==> config.mk <==
export PLATFORM = sky130hd
export DESIGN_NAME = vco_cap_calibration_sequencer_unit_flat
export DESIGN_NICKNAME = d
export VERILOG_FILES = /design/src/rtl/vccs_pkg.sv /design/src/rtl/vccs_if.sv /design/src/rtl/vccs_step.sv /design/src/rtl/vco_cap_calibration_sequencer_unit.sv /design/src/flat_wrapper.sv
export SDC_FILE = /design/constraint.sdc
export NUM_CORES = 1
export LEC_CHECK = 0
export BUFFER_PORTS_ARGS = -buffer_cell sky130_fd_sc_hd__buf_2
export CORE_ASPECT_RATIO = 1.2
export CORE_MARGIN = 2
export CORE_UTILIZATION = 40
export CTS_BUF_LIST = sky130_fd_sc_hd__clkbuf_8 sky130_fd_sc_hd__clkbuf_16
export DETAILED_ROUTE_END_ITERATION = 10
export SLEW_MARGIN = 5
export SYNTH_ARGS = -nofsm -noshare
export SYNTH_HDL_FRONTEND = slang
export SYNTH_SLANG_ARGS = --single-unit
==> constraint.sdc <==
create_clock -name clock -period 4.6 [get_ports clock]
set_input_delay 0.23 -clock clock [delete_from_list [all_inputs] [get_ports clock]]
set_output_delay 0.23 -clock clock [all_outputs]
set_load 0.02 [all_outputs]
==> src/rtl/vccs_pkg.sv <==
package vccs_pkg;

   localparam int unsigned CAP_W = 6;

   localparam logic [CAP_W-1:0] CAP_START = 6'd31;
   localparam logic [CAP_W-1:0] CAP_MAX   = 6'd63;

   localparam logic MODE_START = 1'b0;
   localparam logic MODE_READ  = 1'b1;

   localparam logic [1:0] VT_CODE0 = 2'd0;
   localparam logic [1:0] VT_CODE1 = 2'd1;
   localparam logic [1:0] VT_CODE2 = 2'd2;
   localparam logic [1:0] VT_CODE3 = 2'd3;

   typedef enum logic [2:0] {
      PH_IDLE,
      PH_FIRST,
      PH_A_DOWN,
      PH_A_UP,
      PH_B_DOWN1,
      PH_B_DOWN2,
      PH_C_UP1,
      PH_C_UP2
   } phase_type;

   typedef struct packed {
      logic [CAP_W-1:0] cap_value;
      logic             write_valid;
      logic             done_res;
      logic             error;
      logic             last;
   } result_type;

   typedef struct packed {
      phase_type        phase;
      logic [CAP_W-1:0] cap;
      logic [CAP_W-1:0] cap_low;
      result_type       res0;
      result_type       res1;
      logic [1:0]       count;
   } step_type;

   // final cap from the low and high bounds: (3*high + low + 2) >> 2
   function automatic logic [CAP_W-1:0] finish_cap(input logic [CAP_W-1:0] high,
                                                   input logic [CAP_W-1:0] low);
      logic [CAP_W+1:0] sum;
      sum = {2'b00, high} + {1'b0, high, 1'b0} + {2'b00, low} + (CAP_W+2)'(2);
      return sum[CAP_W+1:2];
   endfunction

   function automatic result_type make_res(input logic [CAP_W-1:0] cap,
                                           input logic wv,
                                           input logic dn,
                                           input logic er);
      result_type r;
      r.cap_value   = cap;
      r.write_valid = wv;
      r.done_res    = dn;
      r.error       = er;
      r.last        = 1'b0;
      return r;
   endfunction

endpackage

==> src/rtl/vccs_if.sv <==
interface vccs_req_if;
   logic       valid;
   logic       ready;
   logic       mode;
   logic [7:0] vtune_raw;

   modport source (output valid, output mode, output vtune_raw, input ready);
   modport sink (input valid, input mode, input vtune_raw, output ready);
endinterface

interface vccs_rsp_if;
   logic                        valid;
   logic                        ready;
   logic [vccs_pkg::CAP_W-1:0]  cap_value;
   logic                        write_valid;
   logic                        done_res;
   logic                        error;
   logic                        last;

   modport source (output valid, output cap_value, output write_valid, output done_res,
                   output error, output last, input ready);
   modport sink (input valid, input cap_value, input write_valid, input done_res,
                 input error, input last, output ready);
endinterface

==> src/rtl/vccs_step.sv <==
module vccs_step (
   input  logic                       mode,
   input  logic [7:0]                 vtune_raw,
   input  vccs_pkg::phase_type        phase,
   input  logic [vccs_pkg::CAP_W-1:0] cap_now,
   input  logic [vccs_pkg::CAP_W-1:0] cap_low,
   output vccs_pkg::step_type         step
);

   logic [1:0]                 vt;
   logic                       can_down;
   logic                       can_up;
   logic [vccs_pkg::CAP_W-1:0] cap_dn;
   logic [vccs_pkg::CAP_W-1:0] cap_up;
   logic [vccs_pkg::CAP_W-1:0] fin;

   assign vt       = vtune_raw[7:6];
   assign can_down = (cap_now != '0);
   assign can_up   = (cap_now != vccs_pkg::CAP_MAX);
   assign cap_dn   = cap_now - vccs_pkg::CAP_W'(1);
   assign cap_up   = cap_now + vccs_pkg::CAP_W'(1);

   always_comb begin
      step.phase   = phase;
      step.cap     = cap_now;
      step.cap_low = cap_low;
      step.res0    = '0;
      step.res1    = '0;
      step.count   = 2'd0;
      fin          = '0;

      if (mode == vccs_pkg::MODE_START) begin
         step.phase = vccs_pkg::PH_FIRST;
         step.cap   = vccs_pkg::CAP_START;
         step.res0  = vccs_pkg::make_res(vccs_pkg::CAP_START, 1'b1, 1'b0, 1'b0);
         step.count = 2'd1;
      end else begin
         unique case (phase)
            vccs_pkg::PH_IDLE: begin
               // readings while idle are dropped
            end
            vccs_pkg::PH_FIRST: begin
               step.count = 2'd1;
               unique case (vt)
                  vccs_pkg::VT_CODE0: begin
                     step.cap   = cap_dn;
                     step.res0  = vccs_pkg::make_res(cap_dn, 1'b1, 1'b0, 1'b0);
                     step.phase = vccs_pkg::PH_A_DOWN;
                  end
                  vccs_pkg::VT_CODE1: begin
                     step.cap   = cap_dn;
                     step.res0  = vccs_pkg::make_res(cap_dn, 1'b1, 1'b0, 1'b0);
                     step.phase = vccs_pkg::PH_B_DOWN1;
                  end
                  vccs_pkg::VT_CODE2: begin
                     step.cap   = cap_up;
                     step.res0  = vccs_pkg::make_res(cap_up, 1'b1, 1'b0, 1'b0);
                     step.phase = vccs_pkg::PH_C_UP1;
                  end
                  default: begin
                     step.res0  = vccs_pkg::make_res(cap_now, 1'b0, 1'b0, 1'b1);
                     step.phase = vccs_pkg::PH_IDLE;
                  end
               endcase
            end
            vccs_pkg::PH_A_DOWN: begin
               if (vt != vccs_pkg::VT_CODE2 && can_down) begin
                  step.cap   = cap_dn;
                  step.res0  = vccs_pkg::make_res(cap_dn, 1'b1, 1'b0, 1'b0);
                  step.count = 2'd1;
               end else begin
                  // low bound found: restart at mid scale and search upward, or finish on code 1
                  step.cap_low = cap_now;
                  step.res0    = vccs_pkg::make_res(vccs_pkg::CAP_START, 1'b1, 1'b0, 1'b0);
                  step.count   = 2'd2;
                  if (vt != vccs_pkg::VT_CODE1) begin
                     step.cap   = vccs_pkg::CAP_START + vccs_pkg::CAP_W'(1);
                     step.res1  = vccs_pkg::make_res(step.cap, 1'b1, 1'b0, 1'b0);
                     step.phase = vccs_pkg::PH_A_UP;
                  end else begin
                     fin        = vccs_pkg::finish_cap(vccs_pkg::CAP_START, cap_now);
                     step.cap   = fin;
                     step.res1  = vccs_pkg::make_res(fin, 1'b1, 1'b1, 1'b0);
                     step.phase = vccs_pkg::PH_IDLE;
                  end
               end
            end
            vccs_pkg::PH_A_UP, vccs_pkg::PH_C_UP2: begin
               step.count = 2'd1;
               if (vt != vccs_pkg::VT_CODE1 && can_up) begin
                  step.cap  = cap_up;
                  step.res0 = vccs_pkg::make_res(cap_up, 1'b1, 1'b0, 1'b0);
               end else begin
                  fin        = vccs_pkg::finish_cap(cap_now, cap_low);
                  step.cap   = fin;
                  step.res0  = vccs_pkg::make_res(fin, 1'b1, 1'b1, 1'b0);
                  step.phase = vccs_pkg::PH_IDLE;
               end
            end
            vccs_pkg::PH_B_DOWN1: begin
               step.count = 2'd1;
               if (vt != vccs_pkg::VT_CODE0 && can_down) begin
                  step.cap  = cap_dn;
                  step.res0 = vccs_pkg::make_res(cap_dn, 1'b1, 1'b0, 1'b0);
               end else begin
                  step.cap_low = cap_now;
                  if (vt != vccs_pkg::VT_CODE2 && can_down) begin
                     step.cap   = cap_dn;
                     step.res0  = vccs_pkg::make_res(cap_dn, 1'b1, 1'b0, 1'b0);
                     step.phase = vccs_pkg::PH_B_DOWN2;
                  end else begin
                     fin        = vccs_pkg::finish_cap(cap_now, cap_now);
                     step.cap   = fin;
                     step.res0  = vccs_pkg::make_res(fin, 1'b1, 1'b1, 1'b0);
                     step.phase = vccs_pkg::PH_IDLE;
                  end
               end
            end
            vccs_pkg::PH_B_DOWN2: begin
               step.count = 2'd1;
               if (vt != vccs_pkg::VT_CODE2 && can_down) begin
                  step.cap  = cap_dn;
                  step.res0 = vccs_pkg::make_res(cap_dn, 1'b1, 1'b0, 1'b0);
               end else begin
                  fin        = vccs_pkg::finish_cap(cap_now, cap_low);
                  step.cap   = fin;
                  step.res0  = vccs_pkg::make_res(fin, 1'b1, 1'b1, 1'b0);
                  step.phase = vccs_pkg::PH_IDLE;
               end
            end
            vccs_pkg::PH_C_UP1: begin
               step.count = 2'd1;
               if (vt != vccs_pkg::VT_CODE0 && can_up) begin
                  step.cap  = cap_up;
                  step.res0 = vccs_pkg::make_res(cap_up, 1'b1, 1'b0, 1'b0);
               end else begin
                  step.cap_low = cap_now;
                  if (vt != vccs_pkg::VT_CODE1 && can_up) begin
                     step.cap   = cap_up;
                     step.res0  = vccs_pkg::make_res(cap_up, 1'b1, 1'b0, 1'b0);
                     step.phase = vccs_pkg::PH_C_UP2;
                  end else begin
                     fin        = vccs_pkg::finish_cap(cap_now, cap_now);
                     step.cap   = fin;
                     step.res0  = vccs_pkg::make_res(fin, 1'b1, 1'b1, 1'b0);
                     step.phase = vccs_pkg::PH_IDLE;
                  end
               end
            end
            default: begin
            end
         endcase
      end

      step.res0.last = (step.count == 2'd1);
      step.res1.last = 1'b1;
   end

endmodule

==> src/rtl/vco_cap_calibration_sequencer_unit.sv <==
// Capacitor calibration sequencer for a VCO. A start transaction (mode 0) writes
// cap 31; each comparator reading (mode 1) then steps the search and yields zero,
// one or two result transactions, the final one carrying done_res with the cap
// (3*high+low+2)>>2, or error when the first vtune code is 3. Readings while idle
// give no result. The search step for an accepted transaction is combinational
// from the request and the search state, and its results land in a two-entry
// result buffer. A transaction is taken every cycle as long as it causes at most
// one result and rsp_ch.ready is high while a result is pending; after one that
// causes two, req_ch.ready stays low until the first of the two results leaves.
// The first result is registered and shown in the cycle after acceptance.
module vco_cap_calibration_sequencer_unit (
   input  logic               clock,
   input  logic               reset,
   vccs_req_if.sink           req_ch,
   vccs_rsp_if.source         rsp_ch
);

   vccs_pkg::phase_type        phase_ff, phase_in;
   logic [vccs_pkg::CAP_W-1:0] cap_ff, cap_in;
   logic [vccs_pkg::CAP_W-1:0] low_ff, low_in;
   vccs_pkg::result_type       slot0_ff, slot0_in;
   vccs_pkg::result_type       slot1_ff, slot1_in;
   logic [1:0]                 cnt_ff, cnt_in;
   vccs_pkg::step_type         step;
   logic                       accept;
   logic                       pop;

   vccs_step u_step (
      .mode      (req_ch.mode),
      .vtune_raw (req_ch.vtune_raw),
      .phase     (phase_ff),
      .cap_now   (cap_ff),
      .cap_low   (low_ff),
      .step      (step)
   );

   assign pop          = (cnt_ff != 2'd0) && rsp_ch.ready;
   // room for two results once the head leaves
   assign req_ch.ready = (cnt_ff == 2'd0) || ((cnt_ff == 2'd1) && rsp_ch.ready);
   assign accept       = req_ch.valid && req_ch.ready;

   always_comb begin
      phase_in = phase_ff;
      cap_in   = cap_ff;
      low_in   = low_ff;
      slot0_in = slot0_ff;
      slot1_in = slot1_ff;
      cnt_in   = cnt_ff;
      if (accept) begin
         phase_in = step.phase;
         cap_in   = step.cap;
         low_in   = step.cap_low;
         // buffer is empty or drains its only entry this cycle
         slot0_in = step.res0;
         slot1_in = step.res1;
         cnt_in   = step.count;
      end else if (pop) begin
         slot0_in = slot1_ff;
         cnt_in   = cnt_ff - 2'd1;
      end
   end

   always_ff @(posedge clock) begin
      if (reset) begin
         phase_ff <= vccs_pkg::PH_IDLE;
         cap_ff   <= vccs_pkg::CAP_START;
         low_ff   <= '0;
         cnt_ff   <= 2'd0;
      end else begin
         phase_ff <= phase_in;
         cap_ff   <= cap_in;
         low_ff   <= low_in;
         cnt_ff   <= cnt_in;
      end
   end

   always_ff @(posedge clock) begin
      slot0_ff <= slot0_in;
      slot1_ff <= slot1_in;
   end

   assign rsp_ch.valid       = (cnt_ff != 2'd0);
   assign rsp_ch.cap_value   = slot0_ff.cap_value;
   assign rsp_ch.write_valid = slot0_ff.write_valid;
   assign rsp_ch.done_res    = slot0_ff.done_res;
   assign rsp_ch.error       = slot0_ff.error;
   assign rsp_ch.last        = slot0_ff.last;

endmodule

==> src/flat_wrapper.sv <==
// flat-port wrapper written by rule: the top's interface ports become plain ports
module vco_cap_calibration_sequencer_unit_flat 
  (clock, reset, req_ch_valid, req_ch_mode, req_ch_vtune_raw, req_ch_ready, rsp_ch_valid, rsp_ch_cap_value, rsp_ch_write_valid, rsp_ch_done_res, rsp_ch_error, rsp_ch_last, rsp_ch_ready);
  vccs_req_if req_ch_i ();
  vccs_rsp_if rsp_ch_i ();
  input  logic clock;
  input  logic reset;
  input wire logic [$bits(req_ch_i.valid)-1:0] req_ch_valid;
  input wire logic [$bits(req_ch_i.mode)-1:0] req_ch_mode;
  input wire logic [$bits(req_ch_i.vtune_raw)-1:0] req_ch_vtune_raw;
  output wire logic [$bits(req_ch_i.ready)-1:0] req_ch_ready;
  output wire logic [$bits(rsp_ch_i.valid)-1:0] rsp_ch_valid;
  output wire logic [$bits(rsp_ch_i.cap_value)-1:0] rsp_ch_cap_value;
  output wire logic [$bits(rsp_ch_i.write_valid)-1:0] rsp_ch_write_valid;
  output wire logic [$bits(rsp_ch_i.done_res)-1:0] rsp_ch_done_res;
  output wire logic [$bits(rsp_ch_i.error)-1:0] rsp_ch_error;
  output wire logic [$bits(rsp_ch_i.last)-1:0] rsp_ch_last;
  input wire logic [$bits(rsp_ch_i.ready)-1:0] rsp_ch_ready;
  assign req_ch_i.valid = req_ch_valid;
  assign req_ch_i.mode = req_ch_mode;
  assign req_ch_i.vtune_raw = req_ch_vtune_raw;
  assign req_ch_ready = req_ch_i.ready;
  assign rsp_ch_valid = rsp_ch_i.valid;
  assign rsp_ch_cap_value = rsp_ch_i.cap_value;
  assign rsp_ch_write_valid = rsp_ch_i.write_valid;
  assign rsp_ch_done_res = rsp_ch_i.done_res;
  assign rsp_ch_error = rsp_ch_i.error;
  assign rsp_ch_last = rsp_ch_i.last;
  assign rsp_ch_i.ready = rsp_ch_ready;
  vco_cap_calibration_sequencer_unit u_core (.clock(clock), .reset(reset), .req_ch(req_ch_i), .rsp_ch(rsp_ch_i));
endmodule
==> key figures, run 1 <==
Cells and area
  – FILL cells: 873
  – Area Overhead vs Synth: 8.264%
  – Final instance area: 3721 µm²
  – Non-filler instance count after layout: 546
  – Core Util, Final: 43.92%
  – Final net count: 483
  – Layout cells sized above 1: 9.091%
  – N_diodes: 0

Clocking
  – TritonCTS Buffers: 5
  – Post-CTS resize count: 0
  – CTS tree: yes
  – Post-CTS setup buffers: 0
  – H-tree depth: 2
  – Insertion delay to the later sink of the worst-skew pair: 300 ps
  – Clock root cell: clkbuf_8
  – CTS Buffer Depth: 2
  – Clk sinks: 35
  – CTS clk-pin slew, worst paths: 80 ps
  – Cts hold-fix bufs: 0

Timing
  – TNS Setup: 0 ps
  – FMAX: 246.4 MHz
  – Fin crit share: 88.23%
  – Slew HR: 39.73%
  – Final Hold Viols: 0
  – Slew Limit Fails: 0
  – RSZ-0062 raised after global routing: no
  – Tightest Pin Transition: 902.1 ps
  – Final Critical Period: 4059 ps
  – Setup Skew: 14.19 ps
  – Final setup viols: 0

Synth
  – Post-synth ARST share: 0%
  – #FFs+latches synth: 35
  – Post-synth EDFFs: 18
  – Sequential-to-total area share from yosys stat: 25.63%
  – Post-synthesis cell type count: 68
  – Top FF cell, synth: edfxtp_1
  – Syn_nets: 470
  – Synth Instances: 415
  – Mean Syn Cell Area: 8.282 µm²
  – Synthesized area: 3437 µm²
  – Yosys warns: 0

Flow run
  – Max cap viols: 0

Global routing
  – GRT Util Overall: 23.82%
  – Vias in the first global route: 3055
  – Initial antenna violation count: 0
  – Met1 Use GR: 31.51%
  – GRT Max-Usage Layer: met2
  – Met2 GRT Util: 38.97%
  – GRT met3 Usage: 2.584%
  – GRT overflow: 0
  – Global-route wire length before repair: 17.02 mm
  – Largest net degree at the start of global routing: 21

Setup path
  – Most used cell, CP: ha_1
  – Critical Path Fanout Max: 12
  – Worst EP required: 4610 ps
  – R2r startpoint: u_core.cap_ff[2]
  – Slowest CP cell: dfxtp_1
  – Worst path max stage delay: 680 ps
  – Startpoint types: register
  – Crit path capture type: register
  – Critical Path AT: 4070 ps
  – Worst reg-to-reg setup slack: 540 ps
  – Worst path cell trace: inv_1 -> ha_1 -> a21o_1 -> a21oi_1 -> xnor2_1 -> ha_1 -> ha_1 -> and2_1 -> a311oi_1 -> xnor2_1 -> a2111oi_2 -> a32oi_1
  – Crit path from: u_core.cap_ff[2]
  – WS Path Type: reg2reg

Die
  – Total core area: 8472 µm²
  – IO Pins: 25
  – Die height: 105.5 µm
  – Die W: 88.62 µm
  – Initial Util: 40.57%
  – Die Area: 9353 µm²
  – Row count: 37

Route
  – Detailed Route WL: 10.68 mm
  – Via count: 3320
  – Number of remaining DRC errors: 0
  – Drt initial violations: 372
  – DRT Pass-1 Iters: 5
  – ANT nets after route: 0
  – Routed WL per cell: 19.56 µm
  – Vias per cell: 6.081

Placement
  – Routability Congestion: 0.9819
  – PortBufs: 18
  – Inst Count DP: 538
  – Hpwl dp: 8.266 mm
  – Placed Area: 3640 µm²

Worst hold path
  – Worst hold path startpoint: req_ch_mode
  – Hold Path Class: in2reg

Power
  – VDD IR max: 0.09490 mV
  – Pwr Density: 279.9 nW/µm²
  – P_leak: 1.582 nW

Run status
  – Status: complete, no violations
[final timing paths]
path,end,cells after the start
hold / removal,u_core.phase_ff[1],3
setup / recovery,u_core.rsp_ch.cap_value[5],12
setup reg to reg,u_core.rsp_ch.cap_value[5],12
hold reg to reg,u_core.low_ff[0],2
[placed cells by master (no fill, tap or decap), drive strengths merged, types with 12 or more instances in the layout]
master | netlist | routed
o21ai | 23 | 23
buf | 7 | 24
nor2 | 42 | 42
ha | 40 | 40
a21oi | 33 | 33
edfxtp | 18 | 18
nand2 | 29 | 29
dfxtp | 17 | 17
xnor2 | 15 | 15
inv | 27 | 28
nand3 | 12 | 12
[cells by family after synthesis]
group | after synthesis | share of synthesized area (%)
DFF | 35 | 25.63
AOI/OAI and AO/OA | 139 | 27.78
adders and majority gates | 42 | 15.73
and+or+nand+nor | 121 | 16.71
buffers and inverters | 46 | 5.351
xor gates and xnor gates | 21 | 5.570
muxes | 11 | 3.240
[worst max-delay path, delay by kind of cell, from the launching register on]
family | cells | cell delay, ps
AO/OA/AOI/OAI | 5 | 1390
adder cells (fa/ha/maj) | 3 | 950
flip-flops | 1 | 680
AND/OR/NAND/NOR | 1 | 210
XOR/XNOR | 2 | 360
buffers and inverters | 1 | 180
[flip-flops by register name (all words and copies together), names as in the netlist]
signal,cells
u_core.slot1_ff,8
u_core.cap_ff,6
u_core.low_ff,6
u_core.rsp_ch.cap_value,6
u_core.phase_ff,3
u_core.cnt_ff,2
u_core.rsp_ch.done_res,1
u_core.rsp_ch.error,1
u_core.rsp_ch.last,1
u_core.rsp_ch.write_valid,1
[report_power, final]
part | leakage (nW) | total, W | switching, W | internal (W)
Clock | 0.0468 | 0.000231 | 0.000129 | 0.000102
Combinational | 1.22 | 0.000417 | 0.000265 | 0.000153
Sequential | 0.315 | 0.000393 | 0.0000195 | 0.000374
[layout make-up]
cell class / instances / area [µm²] / share of cell area [%]
Clock buffer: 5 / 68.82 / 1.849
Clock inverter: 3 / 12.51 / 0.3362
Inverter: 28 / 105.1 / 2.824
Multi-Input combinational cell: 334 / 2372 / 63.75
Sequential cell: 35 / 880.8 / 23.67
Tap cell: 117 / 146.4 / 3.934
Timing Repair Buffer: 24 / 135.1 / 3.631
[routing by layer]
| layer | vias up | share of wire (%) |
|---|---|---|
| met2 | 125 | 47 |
| met1 | 1582 | 44 |
| li1 | 1577 | - |
| met5 | - | 0 |
| met4 | 0 | 3.7 |
| met3 | 36 | 4.6 |
[synth_stat cells, drive strengths merged, types with 3 or more instances]
cell     count  area [µm²]
inv         27       101.4
a31o         4       35.04
a211oi       8       60.06
xnor2       15       131.4
edfxtp      18       540.5
a21boi       6       45.04
mux2i       10       100.1
nor2b        6       37.54
o221ai       4       35.03
clkbuf      11       41.29
o21ai       23       115.1
nand2       29       108.9
a2111oi      4       41.29
dfxtp       17       340.3
buf          7       37.54
o32a         4       40.04
and3         3       18.77
a31oi       10       62.56
o22ai        4       25.02
o211ai       7       57.55
nor3         8       40.04
a311oi       3       26.28
a21oi       33       165.2
nand3       12       60.06
a21o         6       45.04
nor2        42       160.2
ha          40       500.5
xor2         6       60.06
a22oi        3       22.52
or3          3       18.77
and2         4       25.02
a32oi        3       26.28
[through the flow]
step / worst slack, ps / total power, W / hold slack (ps)
after floorplan: 1092 / 0.0007033 / 302.1
after global placement: 679.5 / 0.0008065 / 472.8
after detailed placement: 647.3 / 0.0008142 / 481.8
after CTS: 619.2 / 0.001044 / 270.4
after global routing: 366.4 / 0.001108 / 283.1
final: 541.4 / 0.001042 / 269.0
Note: power is estimated with default switching activity, not from simulation.
==> run 2, diff against run 1 <==
--- a/config.mk
+++ b/config.mk
@@ -11,6 +11,7 @@
 export CORE_UTILIZATION = 40
 export CTS_BUF_LIST = sky130_fd_sc_hd__clkbuf_8 sky130_fd_sc_hd__clkbuf_16
 export DETAILED_ROUTE_END_ITERATION = 10
+export RECOVER_POWER = 50
 export SLEW_MARGIN = 5
 export SYNTH_ARGS = -nofsm -noshare
 export SYNTH_HDL_FRONTEND = slang
==> run 2 against run 1 <==
Net effect: largest cell class unchanged; sequential power about the same; combinational power decreased by 1%; highest routed layer unchanged; critical path type unchanged; wire length increased by 0.10%; global-route usage unchanged.
==> key figures, run 2 (synthesized netlist as in run 1, its figures left out) <==
Setup path
  – Startpoint types: register
  – Critical Path Fanout Max: 12 (unchanged)
  – Crit path capture type: register
  – Reg2reg path depth: 12 (unchanged)
  – Worst EP required: 4610 ps (about the same)
  – Critical Path AT: 4080 ps (about the same)
  – WS Path Type: reg2reg
  – R2r startpoint: u_core.cap_ff[2]
  – Worst reg-to-reg setup slack: 540 ps (about the same)
  – Reg-to-Reg End: u_core.rsp_ch.cap_value[5]

Global routing
  – Vias in the first global route: 3055 (unchanged)
  – GRT Util Overall: 23.82% (unchanged)
  – Global-route wire length before repair: 17.02 mm (unchanged)
  – GRT overflow: 0 (unchanged)
  – Largest net degree at the start of global routing: 21 (unchanged)
  – Initial antenna violation count: 0 (unchanged)

Die
  – Initial Util: 40.57% (unchanged)
  – Die Area: 9353 µm² (unchanged)
  – Total core area: 8472 µm² (unchanged)
  – Row count: 37 (unchanged)
  – Die W: 88.62 µm (unchanged)
  – Die height: 105.5 µm (unchanged)
  – IO Pins: 25 (unchanged)

Clocking
  – H-tree depth: 2 (unchanged)
  – CTS clk-pin slew, worst paths: 80 ps (about the same)
  – CTS Buffer Depth: 2 (unchanged)
  – Post-CTS setup buffers: 0 (unchanged)
  – Clk sinks: 35 (unchanged)
  – TritonCTS Buffers: 5 (unchanged)
  – Insertion delay to the later sink of the worst-skew pair: 300 ps (about the same)
  – Clock root cell: clkbuf_8
  – Cts hold-fix bufs: 0 (unchanged)
  – Post-CTS resize count: 0 (unchanged)
  – CTS tree: yes

Run status
  – Status: complete, no violations

Timing
  – FMAX: 246.2 MHz (about the same)
  – Final Hold Viols: 0 (unchanged)
  – Fin crit share: 88.32% (about the same)
  – Final setup viols: 0 (unchanged)
  – Final Critical Period: 4063 ps (+3.954 ps)
  – TNS Setup: 0 ps (unchanged)
  – RSZ-0062 raised after global routing: no
  – Slew Limit Fails: 0 (unchanged)
  – Setup Skew: 16.21 ps (+2.018 ps)
  – Slew HR: 40.06% (+0.33 points)
  – Tightest Pin Transition: 897.2 ps (-4.953 ps)

Cells and area
  – Core Util, Final: 43.75% (-0.18 points)
  – Layout cells sized above 1: 6.061% (-3.0 points)
  – Max reg flops: 8 (unchanged)
  – Largest Register: u_core.slot1_ff
  – Commonest cells after routing, fill and taps aside: nor2_1 (41), ha_1 (40), a21oi_1 (33), nand2_1 (29), inv_1 (28)
  – N_diodes: 0 (unchanged)
  – Commonest non-fill, non-tap cell in the layout: nor2_1
  – Area Overhead vs Synth: 7.827%
  – Final net count: 483 (unchanged)

Route
  – Number of remaining DRC errors: 0 (unchanged)
  – Routed WL per cell: 19.58 µm (+0.10%)
  – Drt initial violations: 370 (-0.54%)
  – Vias per cell: 6.057 (-0.39%)
  – ANT nets after route: 0 (unchanged)
  – Detailed Route WL: 10.69 mm (+0.10%)
  – DRT Pass-1 Iters: 5 (unchanged)
  – Via count: 3307 (-0.39%)

Worst hold path
  – Hold Path Class: in2reg
  – Worst hold path startpoint: req_ch_mode
  – Cells on Worst Hold Path: 3 (unchanged)
  – Worst Hold End: u_core.phase_ff[1]

Placement
  – Hpwl dp: 8.266 mm (unchanged)
  – Routability Congestion: 0.9819 (unchanged)
  – PortBufs: 18 (unchanged)

Flow run
  – Max cap viols: 0 (unchanged)

Power
  – P_leak: 1.549 nW (-2.1%)
  – Pwr Density: 279.6 nW/µm² (-0.13%)
  – VDD IR max: 0.09490 mV (about the same)
[run 2: changes by cell type in the layout (fill, tap and decap cells not counted), sizes merged]
| cell | delta |
|---|---|
| buf | -12 |
| clkbuf | +12 |
[run 2: routing by layer]
metal / global-route usage [%] / share of wire, % / up-vias
li1: - / - / 1574
met4: 9.524 / 3.9 / 0
met2: 38.97 / 47 / 139
met5: 0 / 0 / -
met1: 31.51 / 43 / 1558
met3: 2.584 / 5.5 / 36
[run 2: report_power, final]
| part | switching [W] | total (W) | internal, W | leakage (nW) |
|---|---|---|---|---|
| sequential | 0.0000200 | 0.000394 | 0.000374 | 0.315 |
| combinational | 0.000265 | 0.000411 | 0.000146 | 1.19 |
| clock | 0.000129 | 0.000231 | 0.000102 | 0.0468 |
| total | 0.000414 | 0.00104 | 0.000622 | 1.55 |
[run 2: worst max path at each step]
stage	startpoint	endpoint	depth (start not counted)
floorplan	u_core.cap_ff[2]	u_core.rsp_ch.cap_value[5]	14
global placement	u_core.cap_ff[2]	u_core.rsp_ch.cap_value[5]	13
detailed placement	u_core.cap_ff[2]	u_core.rsp_ch.cap_value[5]	12
CTS	u_core.cap_ff[2]	u_core.rsp_ch.cap_value[5]	12
global route	u_core.cap_ff[2]	u_core.rsp_ch.cap_value[5]	13
finish	u_core.cap_ff[2]	u_core.rsp_ch.cap_value[5]	12
[run 2: stage by stage]
| stage | std cells | hold WS [ps] | setup WS (ps) | area (µm²) | power [W] |
|---|---|---|---|---|---|
| after floorplan | 415 | 302.1 | 1092 | 3437 | 0.0007033 |
| after global placement | 538 | 472.8 | 679.5 | 3640 | 0.0008065 |
| after detailed placement | 538 | 481.8 | 647.3 | 3640 | 0.0008142 |
| after CTS | 546 | 270.4 | 619.2 | 3721 | 0.001044 |
| after global routing | 546 | 283.1 | 366.4 | 3706 | 0.001101 |
| final | 546 | 271.1 | 537.5 | 3706 | 0.001036 |
[run 2: layout make-up]
| cell class | count | area [µm²] |
|---|---|---|
| clock buffers | 5 | 68.82 |
| clock inverters | 3 | 12.51 |
| repair buffers | 24 | 120.1 |
| well taps | 117 | 146.4 |
| inverters | 28 | 105.1 |
| fillers | 881 | 4766 |
| multi-input cells | 334 | 2372 |
| flip-flops and latches | 35 | 880.8 |
[run 2: critical path: stages (launching register included)]
cell,delay (ps)
dfxtp_1,670
inv_1,180
ha_1,300
a21o_1,170
a21oi_1,270
xnor2_1,210
ha_1,300
ha_1,350
and2_1,210
a311oi_1,330
xnor2_1,150
a2111oi_2,450
a32oi_1,180
